[src/rtl/core/rangefinder_frame_crc_checker_core_assert.svh]
// Assertion macros for the rangefinder frame CRC checker.
`ifndef RANGEFINDER_FRAME_CRC_CHECKER_CORE_ASSERT_SVH
`define RANGEFINDER_FRAME_CRC_CHECKER_CORE_ASSERT_SVH

`ifndef SYNTHESIS

`define RFCC_ASSERT_SAME(label, clk, rst, ante, cons) \
  label: assert property (@(posedge clk) disable iff (rst) (ante) |-> (cons)) \
    else $error("same-cycle check failed");

`define RFCC_ASSERT_NEXT(label, clk, rst, ante, cons) \
  label: assert property (@(posedge clk) disable iff (rst) (ante) |=> (cons)) \
    else $error("next-cycle check failed");

`else

`define RFCC_ASSERT_SAME(label, clk, rst, ante, cons)
`define RFCC_ASSERT_NEXT(label, clk, rst, ante, cons)

`endif

`endif

[src/rtl/core/rfcc_pkg.sv]
// Shared types and constants for the rangefinder frame CRC checker.
`timescale 1ns / 1ps
`default_nettype none

package rfcc_pkg;

  localparam logic [15:0] CRC_INIT = 16'hFFFF;
  localparam logic [15:0] CRC_POLY = 16'h1021;

  localparam logic [3:0] POS_HUNT      = 4'd0;
  localparam logic [3:0] POS_FIRST     = 4'd1;
  localparam logic [3:0] CRC_FIRST_POS = 4'd2;
  localparam logic [3:0] CRC_HIGH_POS  = 4'd13;
  localparam logic [3:0] CRC_LOW_POS   = 4'd14;
  localparam logic [3:0] POS_MAX       = 4'd15;

  typedef enum logic [1:0] {
    CFG_START_BYTE    = 2'd0,
    CFG_DIST_HIGH_IDX = 2'd1,
    CFG_DIST_LOW_IDX  = 2'd2
  } cfg_index_t;

  typedef struct packed {
    logic [7:0] sync_byte;
    logic [3:0] distance_high_index;
    logic [3:0] distance_low_index;
  } cfg_t;

  typedef struct packed {
    logic [3:0] pos;
    logic       result_load;
  } trk_status_t;

endpackage

`default_nettype wire

[src/rtl/core/rangefinder_frame_crc_checker_core.sv]
// Top level of the rangefinder frame CRC checker.
// Latency: 2 register stages; the last byte passes the input register, then its result loads into the output register.
// Throughput: 1 byte per cycle while out_stall does not hold a result; one result per 15-byte frame.
// The input register takes a new byte while a result waits in the output register, if it is empty.
// Reset (rst, synchronous): hunting for the start byte, CRC 0xFFFF, config zero.
`timescale 1ns / 1ps
`default_nettype none
`include "rangefinder_frame_crc_checker_core_assert.svh"

module rangefinder_frame_crc_checker_core
  import rfcc_pkg::*;
#(
  parameter int PAYLOAD_LENGTH = 11
) (
  input  wire logic        clk,
  input  wire logic        rst,
  input  wire logic        cfg_write,
  input  wire logic [1:0]  cfg_index,
  input  wire logic [7:0]  cfg_data,
  input  wire logic        in_valid,
  output logic             in_stall,
  input  wire logic [7:0]  rx_byte,
  output logic             out_valid,
  input  wire logic        out_stall,
  output logic      [15:0] range_mm,
  output logic             crc_ok
);

  cfg_t        cfg;
  logic        in_reg_valid;
  logic [7:0]  in_reg_byte;
  logic        advance;
  logic        proc_valid;
  logic        in_accept;
  trk_status_t status;

  always_ff @(posedge clk) begin
    if (rst) begin
      cfg <= '0;
    end else if (cfg_write) begin
      unique case (cfg_index_t'(cfg_index))
        CFG_START_BYTE:    cfg.sync_byte           <= cfg_data;
        CFG_DIST_HIGH_IDX: cfg.distance_high_index <= cfg_data[3:0];
        CFG_DIST_LOW_IDX:  cfg.distance_low_index  <= cfg_data[3:0];
        default: ;
      endcase
    end
  end

  assign in_stall   = in_reg_valid && !advance;
  assign in_accept  = in_valid && !in_stall;
  assign proc_valid = in_reg_valid && advance;

  always_ff @(posedge clk) begin
    if (rst) begin
      in_reg_valid <= 1'b0;
    end else if (in_accept) begin
      in_reg_valid <= 1'b1;
    end else if (advance) begin
      in_reg_valid <= 1'b0;
    end
  end

  always_ff @(posedge clk) begin
    if (in_accept) begin
      in_reg_byte <= rx_byte;
    end
  end

  rfcc_frame_tracker #(
    .PAYLOAD_LENGTH (PAYLOAD_LENGTH)
  ) u_frame_tracker (
    .clk         (clk),
    .rst         (rst),
    .cfg         (cfg),
    .proc_valid  (proc_valid),
    .proc_byte   (in_reg_byte),
    .advance     (advance),
    .status      (status),
    .out_valid   (out_valid),
    .out_stall   (out_stall),
    .range_mm    (range_mm),
    .crc_ok      (crc_ok)
  );

  `RFCC_ASSERT_SAME(a_stall_only_on_blocked_result, clk, rst, in_stall, out_valid && out_stall)
  `RFCC_ASSERT_NEXT(a_frame_end, clk, rst, status.result_load, out_valid && status.pos == POS_HUNT)
  `RFCC_ASSERT_SAME(a_pos_in_range, clk, rst, 1'b1, status.pos != POS_MAX)

endmodule

`default_nettype wire

[src/rtl/core/rfcc_crc_step.sv]
// One-byte CRC-16/CCITT-FALSE update, MSB first.
`timescale 1ns / 1ps
`default_nettype none

module rfcc_crc_step
  import rfcc_pkg::*;
(
  input  wire logic [15:0] crc_in,
  input  wire logic [7:0]  data,
  output logic      [15:0] crc_out
);

  always_comb begin
    logic [15:0] c;
    c = crc_in ^ {data, 8'h00};
    for (int i = 0; i < 8; i++) begin
      if (c[15]) begin
        c = {c[14:0], 1'b0} ^ CRC_POLY;
      end else begin
        c = {c[14:0], 1'b0};
      end
    end
    crc_out = c;
  end

endmodule

`default_nettype wire

[src/rtl/core/rfcc_frame_tracker.sv]
// Frame position tracking, CRC accumulation and result register.
`timescale 1ns / 1ps
`default_nettype none

module rfcc_frame_tracker
  import rfcc_pkg::*;
#(
  parameter int PAYLOAD_LENGTH = 11
) (
  input  wire logic        clk,
  input  wire logic        rst,
  input  wire cfg_t        cfg,
  input  wire logic        proc_valid,
  input  wire logic [7:0]  proc_byte,
  output logic             advance,
  output trk_status_t      status,
  output logic             out_valid,
  input  wire logic        out_stall,
  output logic      [15:0] range_mm,
  output logic             crc_ok
);

  localparam logic [3:0] CRC_END = 4'(2 + PAYLOAD_LENGTH);

  logic [3:0]  pos;
  logic [15:0] running_crc;
  logic [7:0]  distance_high;
  logic [7:0]  distance_low;
  logic [7:0]  received_crc_high;

  logic [15:0] crc_upd;
  logic [7:0]  dist_high_next;
  logic [7:0]  dist_low_next;
  logic        in_window;
  logic        result_load;

  rfcc_crc_step u_crc_step (
    .crc_in  (running_crc),
    .data    (proc_byte),
    .crc_out (crc_upd)
  );

  assign advance     = !out_valid || !out_stall;
  assign in_window   = (pos >= CRC_FIRST_POS) && (pos < CRC_END);
  assign result_load = proc_valid && (pos >= CRC_LOW_POS);

  assign dist_high_next = (cfg.distance_high_index == pos) ? proc_byte : distance_high;
  assign dist_low_next  = (cfg.distance_low_index == pos) ? proc_byte : distance_low;

  assign status.pos         = pos;
  assign status.result_load = result_load;

  always_ff @(posedge clk) begin
    if (rst) begin
      pos               <= POS_HUNT;
      running_crc       <= CRC_INIT;
      distance_high     <= '0;
      distance_low      <= '0;
      received_crc_high <= '0;
    end else if (proc_valid) begin
      if (pos == POS_HUNT) begin
        if (proc_byte == cfg.sync_byte) begin
          running_crc       <= CRC_INIT;
          distance_high     <= (cfg.distance_high_index == POS_HUNT) ? proc_byte : 8'h00;
          distance_low      <= (cfg.distance_low_index == POS_HUNT) ? proc_byte : 8'h00;
          received_crc_high <= '0;
          pos               <= POS_FIRST;
        end
      end else begin
        distance_high <= dist_high_next;
        distance_low  <= dist_low_next;
        if (in_window) begin
          running_crc <= crc_upd;
        end
        if (pos == CRC_HIGH_POS) begin
          received_crc_high <= proc_byte;
        end
        if (pos >= CRC_LOW_POS) begin
          pos <= POS_HUNT;
        end else begin
          pos <= pos + 4'd1;
        end
      end
    end
  end

  always_ff @(posedge clk) begin
    if (rst) begin
      out_valid <= 1'b0;
    end else if (result_load) begin
      out_valid <= 1'b1;
    end else if (!out_stall) begin
      out_valid <= 1'b0;
    end
  end

  always_ff @(posedge clk) begin
    if (result_load) begin
      range_mm <= {dist_high_next, dist_low_next};
      crc_ok   <= (running_crc == {received_crc_high, proc_byte});
    end
  end

endmodule

`default_nettype wire

[config.mk]
export PLATFORM = sky130hd
export DESIGN_NAME = rangefinder_frame_crc_checker_core
export DESIGN_NICKNAME = d
export VERILOG_FILES = /design/src/rtl/core/rfcc_pkg.sv /design/src/rtl/core/rangefinder_frame_crc_checker_core.sv /design/src/rtl/core/rfcc_crc_step.sv /design/src/rtl/core/rfcc_frame_tracker.sv
export VERILOG_INCLUDE_DIRS = /design/src /design/src/rtl/core
export SDC_FILE = /design/constraint.sdc
export NUM_CORES = 1
export LEC_CHECK = 0
export BUFFER_PORTS_ARGS = -buffer_cell sky130_fd_sc_hd__buf_4
export CORE_MARGIN = 2
export CORE_UTILIZATION = 56
export CTS_BUF_LIST = sky130_fd_sc_hd__clkbuf_8
export DETAILED_ROUTE_END_ITERATION = 10
export GPL_ROUTABILITY_DRIVEN = 1
export PLACE_DENSITY = 0.85
export SYNTH_ARGS = -nofsm -noshare
export SYNTH_HDL_FRONTEND = slang
export SYNTH_HIERARCHICAL = 1
export SYNTH_SLANG_ARGS = --single-unit
export TNS_END_PERCENT = 1
[constraint.sdc]
create_clock -name clk -period 2.02 [get_ports clk]
set_input_delay 0.101 -clock clk [delete_from_list [all_inputs] [get_ports clk]]
set_output_delay 0.101 -clock clk [all_outputs]
set_load 0.01 [all_outputs]
==> flow_summary.ini, run 1 <==
[cts]
cts_num_sinks = 87
clock_latency_ns = 0.36
clk_pin_slew_ns = 0.08
htreeDepth = 3
clockRootBuffer = clkbuf_8
cts_max_path_buffers = 2
cts_buffers = 9
cts_tree = yes

[critical_path]
crit_start = u_frame_tracker/pos[0]
r2r_cells = 6
worstSetupStartpointType = register
critPathSlowestCell = or3b_4
path_cells = inv_1, ha_1, or3b_4, a21o_4, a21oi_2, a22o_1
cp.arrival_ns = 2.25
cp_slowest_stage_delay_ns = 0.44
cp.required_ns = 2.31
crit_fanout = 8
reg2reg_slack_ns = 0.07
worstReg2RegEnd = u_frame_tracker/distance_high[0]
end_kind = register
r2r_start = u_frame_tracker/pos[0]
critPathKind = register to register

[layout]
drive_gt1_frac = 0.260
fillers = 589
register_area_sq_um = 1990
finish.utilization = 0.677
multiInputGateArea_sq_um = 2300
final_common_cell = buf_4
stdcell_area_sq_um = 5230
area_growth_pct = 17.4
nets = 476
mostFrequentLayoutCells = buf_4, dfxtp_1, edfxtp_1
n_antenna_cell = 0

[die]
die_h_microns = 93.2
die_area_sq_um = 8690
pin_count = 42
num_rows = 32
initial_core_util = 0.577
die_w_microns = 93.2
core_area_sq_um = 7730

[placement]
place_hpwl_mm = 6.66
globalplace.congestion = 0.870
postPlaceCellArea_sq_um = 4900
portBuffers = 41

[min_path]
min_from = cfg_data[7]
hold_depth = 3
min_to = cfg[15]
hold_path_class = input pin to register

[detailed_routing]
vias_per_cell = 5.80
wirelength_mm = 9.66
drtPass1Iterations = 4
drc = 0
antenna_left = 0
drtIter0Drc = 215
post_drt_wl_per_cell_microns = 17.4
vias = 3225

[power_and_ir_drop]
irDropWorstVdd_mv = 0.502
power.density_nw_per_um2 = 684
p_leak_nw = 2.10

[global_route]
grt_max_degree = 43
track_usage = 0.231
grt_pass1_vias = 3161
globalRoute.totalOverflow = 0
antenna_found_initial = 0
grt_pass1_wl_mm = 15.5

[sta]
rsz0062_at_grt = true
period_needed_ns = 1.95
setup_viol = 0
finalMaxSlewViolations = 0
fin_crit_sh = 0.967
tightest_slew_ns = 0.654
max_slew_margin = 0.563
final.setup_skew_ns = 0.00932
maxClockFrequency_ghz = 0.512
hold_viol = 0

[synth]
synth_cells = 391
yosys_warnings = 6
syn_nets = 418
syn-cell-area_sq_um = 4460
syn_area_per_cell_sq_um = 11.4

[status]
status = complete, no violations

[flow_run]
drv_cap = 0
## worst max-delay path: cells and delay by family (launching register included)
family	cells	cell delay, ns
compound gates	3	0.78
buf+inv	1	0.11
fa+ha+maj	1	0.23
flops	1	0.33
simple gates	1	0.44
## layer usage
metal	share of wire	vias up	global-route usage
met5	0	-	0
met2	0.49	105	0.374
li1	-	1542	-
met3	0.050	28	0.0443
met1	0.43	1550	0.297
met4	0.034	0	0.116
## through the flow
step	instances	hold WS, ns	worst slack [ns]	setup TNS [ns]	total power [mW]
floorplan	391	0.200	0.0259	0	2.20
global placement	528	0.281	0.154	0	2.31
detailed placement	528	0.281	0.0393	0	2.32
CTS	554	0.0116	0.0228	0	3.58
global route	556	0.00708	-0.0512	-0.230	3.69
finish	556	0.0166	0.0663	0	3.58
## power by group
group	internal (mW)	switching [mW]	total, mW
Clock	0.680	0.594	1.27
Combinational	0.238	0.220	0.458
Sequential	1.83	0.0237	1.85
## registers in the layout (all words and copies together) (netlist names), 4 cells and up
signal,flops
cfg,16
u_frame_tracker/pos,4
u_frame_tracker/distance_high,8
in_reg_byte,8
u_frame_tracker/distance_low,8
u_frame_tracker/running_crc,16
u_frame_tracker/range_mm,16
u_frame_tracker/received_crc_high,8
## worst max path at each step
stage | end | cells after the start
4_1_cts | u_frame_tracker/distance_low[3] | 7
3_5_place_dp | u_frame_tracker/running_crc[1] | 5
3_3_place_gp | u_frame_tracker/distance_high[3] | 6
6_report | u_frame_tracker/distance_high[0] | 6
2_1_floorplan | u_frame_tracker/received_crc_high[6] | 9
5_1_grt | u_frame_tracker/distance_high[0] | 6
## repair_timing
item / 4_1_cts / 5_1_grt
gates resized for setup: 2 / 7
pin swaps: 0 / 3
hold buffers: 10 / 0
setup buffers: 0 / 2
endpoints found under the hold margin: 10 / 0
endpoints found under the setup margin: 1 / 37
## final cells by class
class / count / area share
inverter: 7 / 0.00502
clock buffer: 9 / 0.0237
clock inverter: 7 / 0.0155
multi-input combinational: 271 / 0.439
sequential: 87 / 0.381
tap: 102 / 0.0244
timing repair buffer: 73 / 0.112
(Power assumes the default switching activity.)
==> inputs of run 2 (changes only) <==
--- a/config.mk
+++ b/config.mk
@@ -8,13 +8,13 @@
 export LEC_CHECK = 0
 export BUFFER_PORTS_ARGS = -buffer_cell sky130_fd_sc_hd__buf_4
 export CORE_MARGIN = 2
-export CORE_UTILIZATION = 56
+export CORE_UTILIZATION = 55
 export CTS_BUF_LIST = sky130_fd_sc_hd__clkbuf_8
+export CTS_CLUSTER_SIZE = 16
 export DETAILED_ROUTE_END_ITERATION = 10
 export GPL_ROUTABILITY_DRIVEN = 1
-export PLACE_DENSITY = 0.85
+export PLACE_DENSITY = 0.84
 export SYNTH_ARGS = -nofsm -noshare
 export SYNTH_HDL_FRONTEND = slang
-export SYNTH_HIERARCHICAL = 1
 export SYNTH_SLANG_ARGS = --single-unit
 export TNS_END_PERCENT = 1
==> run 2 against run 1 <==
Final area shrank 5.5%. Clock skew shrank 0.0045 ns. Area after synthesis shrank 7.8%. Final cell count shrank 2.2%. Sequential cell count is the same. Wire length shrank 1.9%. Die area shrank 5.9%. Worst hold slack lost 0.0060 ns. Largest cell class is now registers. Sequential power is essentially flat.
==> flow_summary.ini, run 2 <==
[cts]
cts_max_path_buffers = 2
cts_num_sinks = 87
cts_buffers = 9
clk_pin_slew_ns = 0.09
cts_tree = yes
clockRootBuffer = clkbuf_8
clock_latency_ns = 0.35
htreeDepth = 3

[global_route]
grt_max_degree = 58
antenna_found_initial = 0
globalRoute.totalOverflow = 0
track_usage = 0.243
grt_pass1_vias = 3145
grt_pass1_wl_mm = 15.6

[synth]
syn_area_per_cell_sq_um = 10.8
async_flop_share = 0
synth_edf_count = 25
ys.flop_type = dfxtp_1
yosysTopAreaCell = dfxtp_1
synth.most_common_cell = dfxtp_1
synth_cell_types = 44
synth_cells = 380
synth-seq-cells = 87
syn_nets = 407
ys_top_cells_by_area = dfxtp_1, edfxtp_1, mux2i_1
synth_top_area_frac = 0.302
yosys_warnings = 0
yosysSeqAreaShare = 0.485
yosys-top-cells-count = dfxtp_1, nor2_1, mux2i_1, xnor2_1, edfxtp_1
syn-cell-area_sq_um = 4110

[critical_path]
end_kind = register
path_cells = xor2_1, nor4_4, nand2_2, a211o_1, buf_6, mux2i_1
r2r_start = in_reg_byte[6]
r2r_cells = 6
reg2reg_slack_ns = 0.11
cp.arrival_ns = 2.15
crit_start = in_reg_byte[6]
path_depth = 6
cp_slowest_stage_delay_ns = 0.42
crit_fanout = 16
critPathSlowestCell = edfxtp_1
worstSetupStartpointType = register
endpoint = u_frame_tracker.running_crc[11]
path_buf_inv = 1
critPathKind = register to register
worstReg2RegEnd = u_frame_tracker.running_crc[11]
cp_top_family = simple AND/OR/NAND/NOR gates
cp.required_ns = 2.26

[detailed_routing]
vias_per_cell = 5.60
drtIter0Drc = 195
drtPass1Iterations = 4
wirelength_mm = 9.48
post_drt_wl_per_cell_microns = 17.4
drc = 0
vias = 3044
antenna_left = 0

[sta]
hold_viol = 0
max_slew_margin = 0.302
setup_viol = 0
finalMaxSlewViolations = 0
maxClockFrequency_ghz = 0.524
period_needed_ns = 1.91
fin_crit_sh = 0.944
tightest_slew_ns = 1.04
finalSetupTns_ns = 0
rsz0062_at_grt = false
final.setup_skew_ns = 0.00485
whs_ns = 0.0106

[layout]
stdcell_area_sq_um = 4950
mostFrequentLayoutCells = dfxtp_1, nor2_1, buf_4
reg.largest.list = cfg (16), u_frame_tracker.range_mm (16), u_frame_tracker.running_crc (16)
drive_gt1_frac = 0.238
n_antenna_cell = 0
final_common_cell = dfxtp_1
area_growth_pct = 20.3
final_cells = 544
nets = 467

[die]
die_h_microns = 90.4
initial_core_util = 0.567
core_area_sq_um = 7250
die_area_sq_um = 8180
die_w_microns = 90.4
num_rows = 31
pin_count = 42

[status]
status = complete, no violations

[placement]
placed_cells = 512
place_hpwl_mm = 6.09
globalplace.congestion = 0.861
postPlaceCellArea_sq_um = 4550
portBuffers = 41

[power_and_ir_drop]
total_power_mw = 3.48
irDropWorstVdd_mv = 0.541
p_leak_nw = 2.02
power.density_nw_per_um2 = 704

[min_path]
hold_path_class = input pin to register
hold_depth = 3

[flow_run]
drv_cap = 0
run 2: worst reg2reg max path, stage by stage, from the launching register on:
cell and delay, ns:
edfxtp_1 0.42, xor2_1 0.20, nor4_4 0.40, nand2_2 0.13, a211o_1 0.32, buf_6 0.18, mux2i_1 0.15
run 2: metal layers:
layer	track usage	vias to the layer above	wire, microns
li1	-	1449	-
met1	0.283	1489	3880
met2	0.417	87	4900
met3	0.0634	19	443
met4	0.113	0	255
met5	0	-	0
run 2: final cells by class:
| class | count | area, sq um |
|---|---|---|
| clock inverter | 7 | 71.3 |
| fill | 514 | 2310 |
| tap | 99 | 124 |
| sequential | 87 | 1990 |
| clock buffer | 9 | 124 |
| multi-input combinational | 264 | 1990 |
| inverter | 4 | 15.0 |
| timing repair buffer | 74 | 624 |
run 2: power breakdown:
group / switching [mW] / total (mW) / internal (mW) / leakage [nW]
sequential: 0.0235 / 1.85 / 1.83 / 0.732
combinational: 0.219 / 0.426 / 0.207 / 1.19
clock: 0.632 / 1.21 / 0.574 / 0.0937
run 2: kinds of logic (layout without fill, tap and decap cells):
group	count (synthesis)	in the layout	share of synthesized area
xor gates and xnor gates	56	56	0.123
and+or+nand+nor	101	101	0.121
buffers and inverters	29	94	0.0411
AOI/OAI and AO/OA	54	54	0.0935
DFF	87	87	0.485
adders and majority gates	4	4	0.0122
muxes	49	49	0.124
run 2: worst min path at each step:
stage / from / slack (ns) / to
after global routing: cfg_data[6] / 0.02 / cfg[14]
after CTS: out_stall / 0.006 / u_frame_tracker.out_valid
after floorplan: rx_byte[0] / 0.20 / in_reg_byte[0]
after global placement: rx_byte[2] / 0.28 / in_reg_byte[2]
final: cfg_data[6] / 0.01 / cfg[14]
after detailed placement: rx_byte[6] / 0.28 / in_reg_byte[6]
run 2: repair_timing:
item	CTS	global route
pin swaps	0	1
setup buffers	0	0
resized for setup	1	9
setup endpoints to repair	8	28
hold endpoints to repair	17	0
hold buffers	16	0
run 2: metrics by stage:
| stage | setup WS (ns) | utilization |
|---|---|---|
| after floorplan | 0.149 | - |
| after global placement | 0.124 | 0.627 |
| after detailed placement | 0.0370 | 0.627 |
| after CTS | 0.0605 | 0.677 |
| after global routing | 0.00654 | 0.682 |
| final | 0.113 | 0.682 |
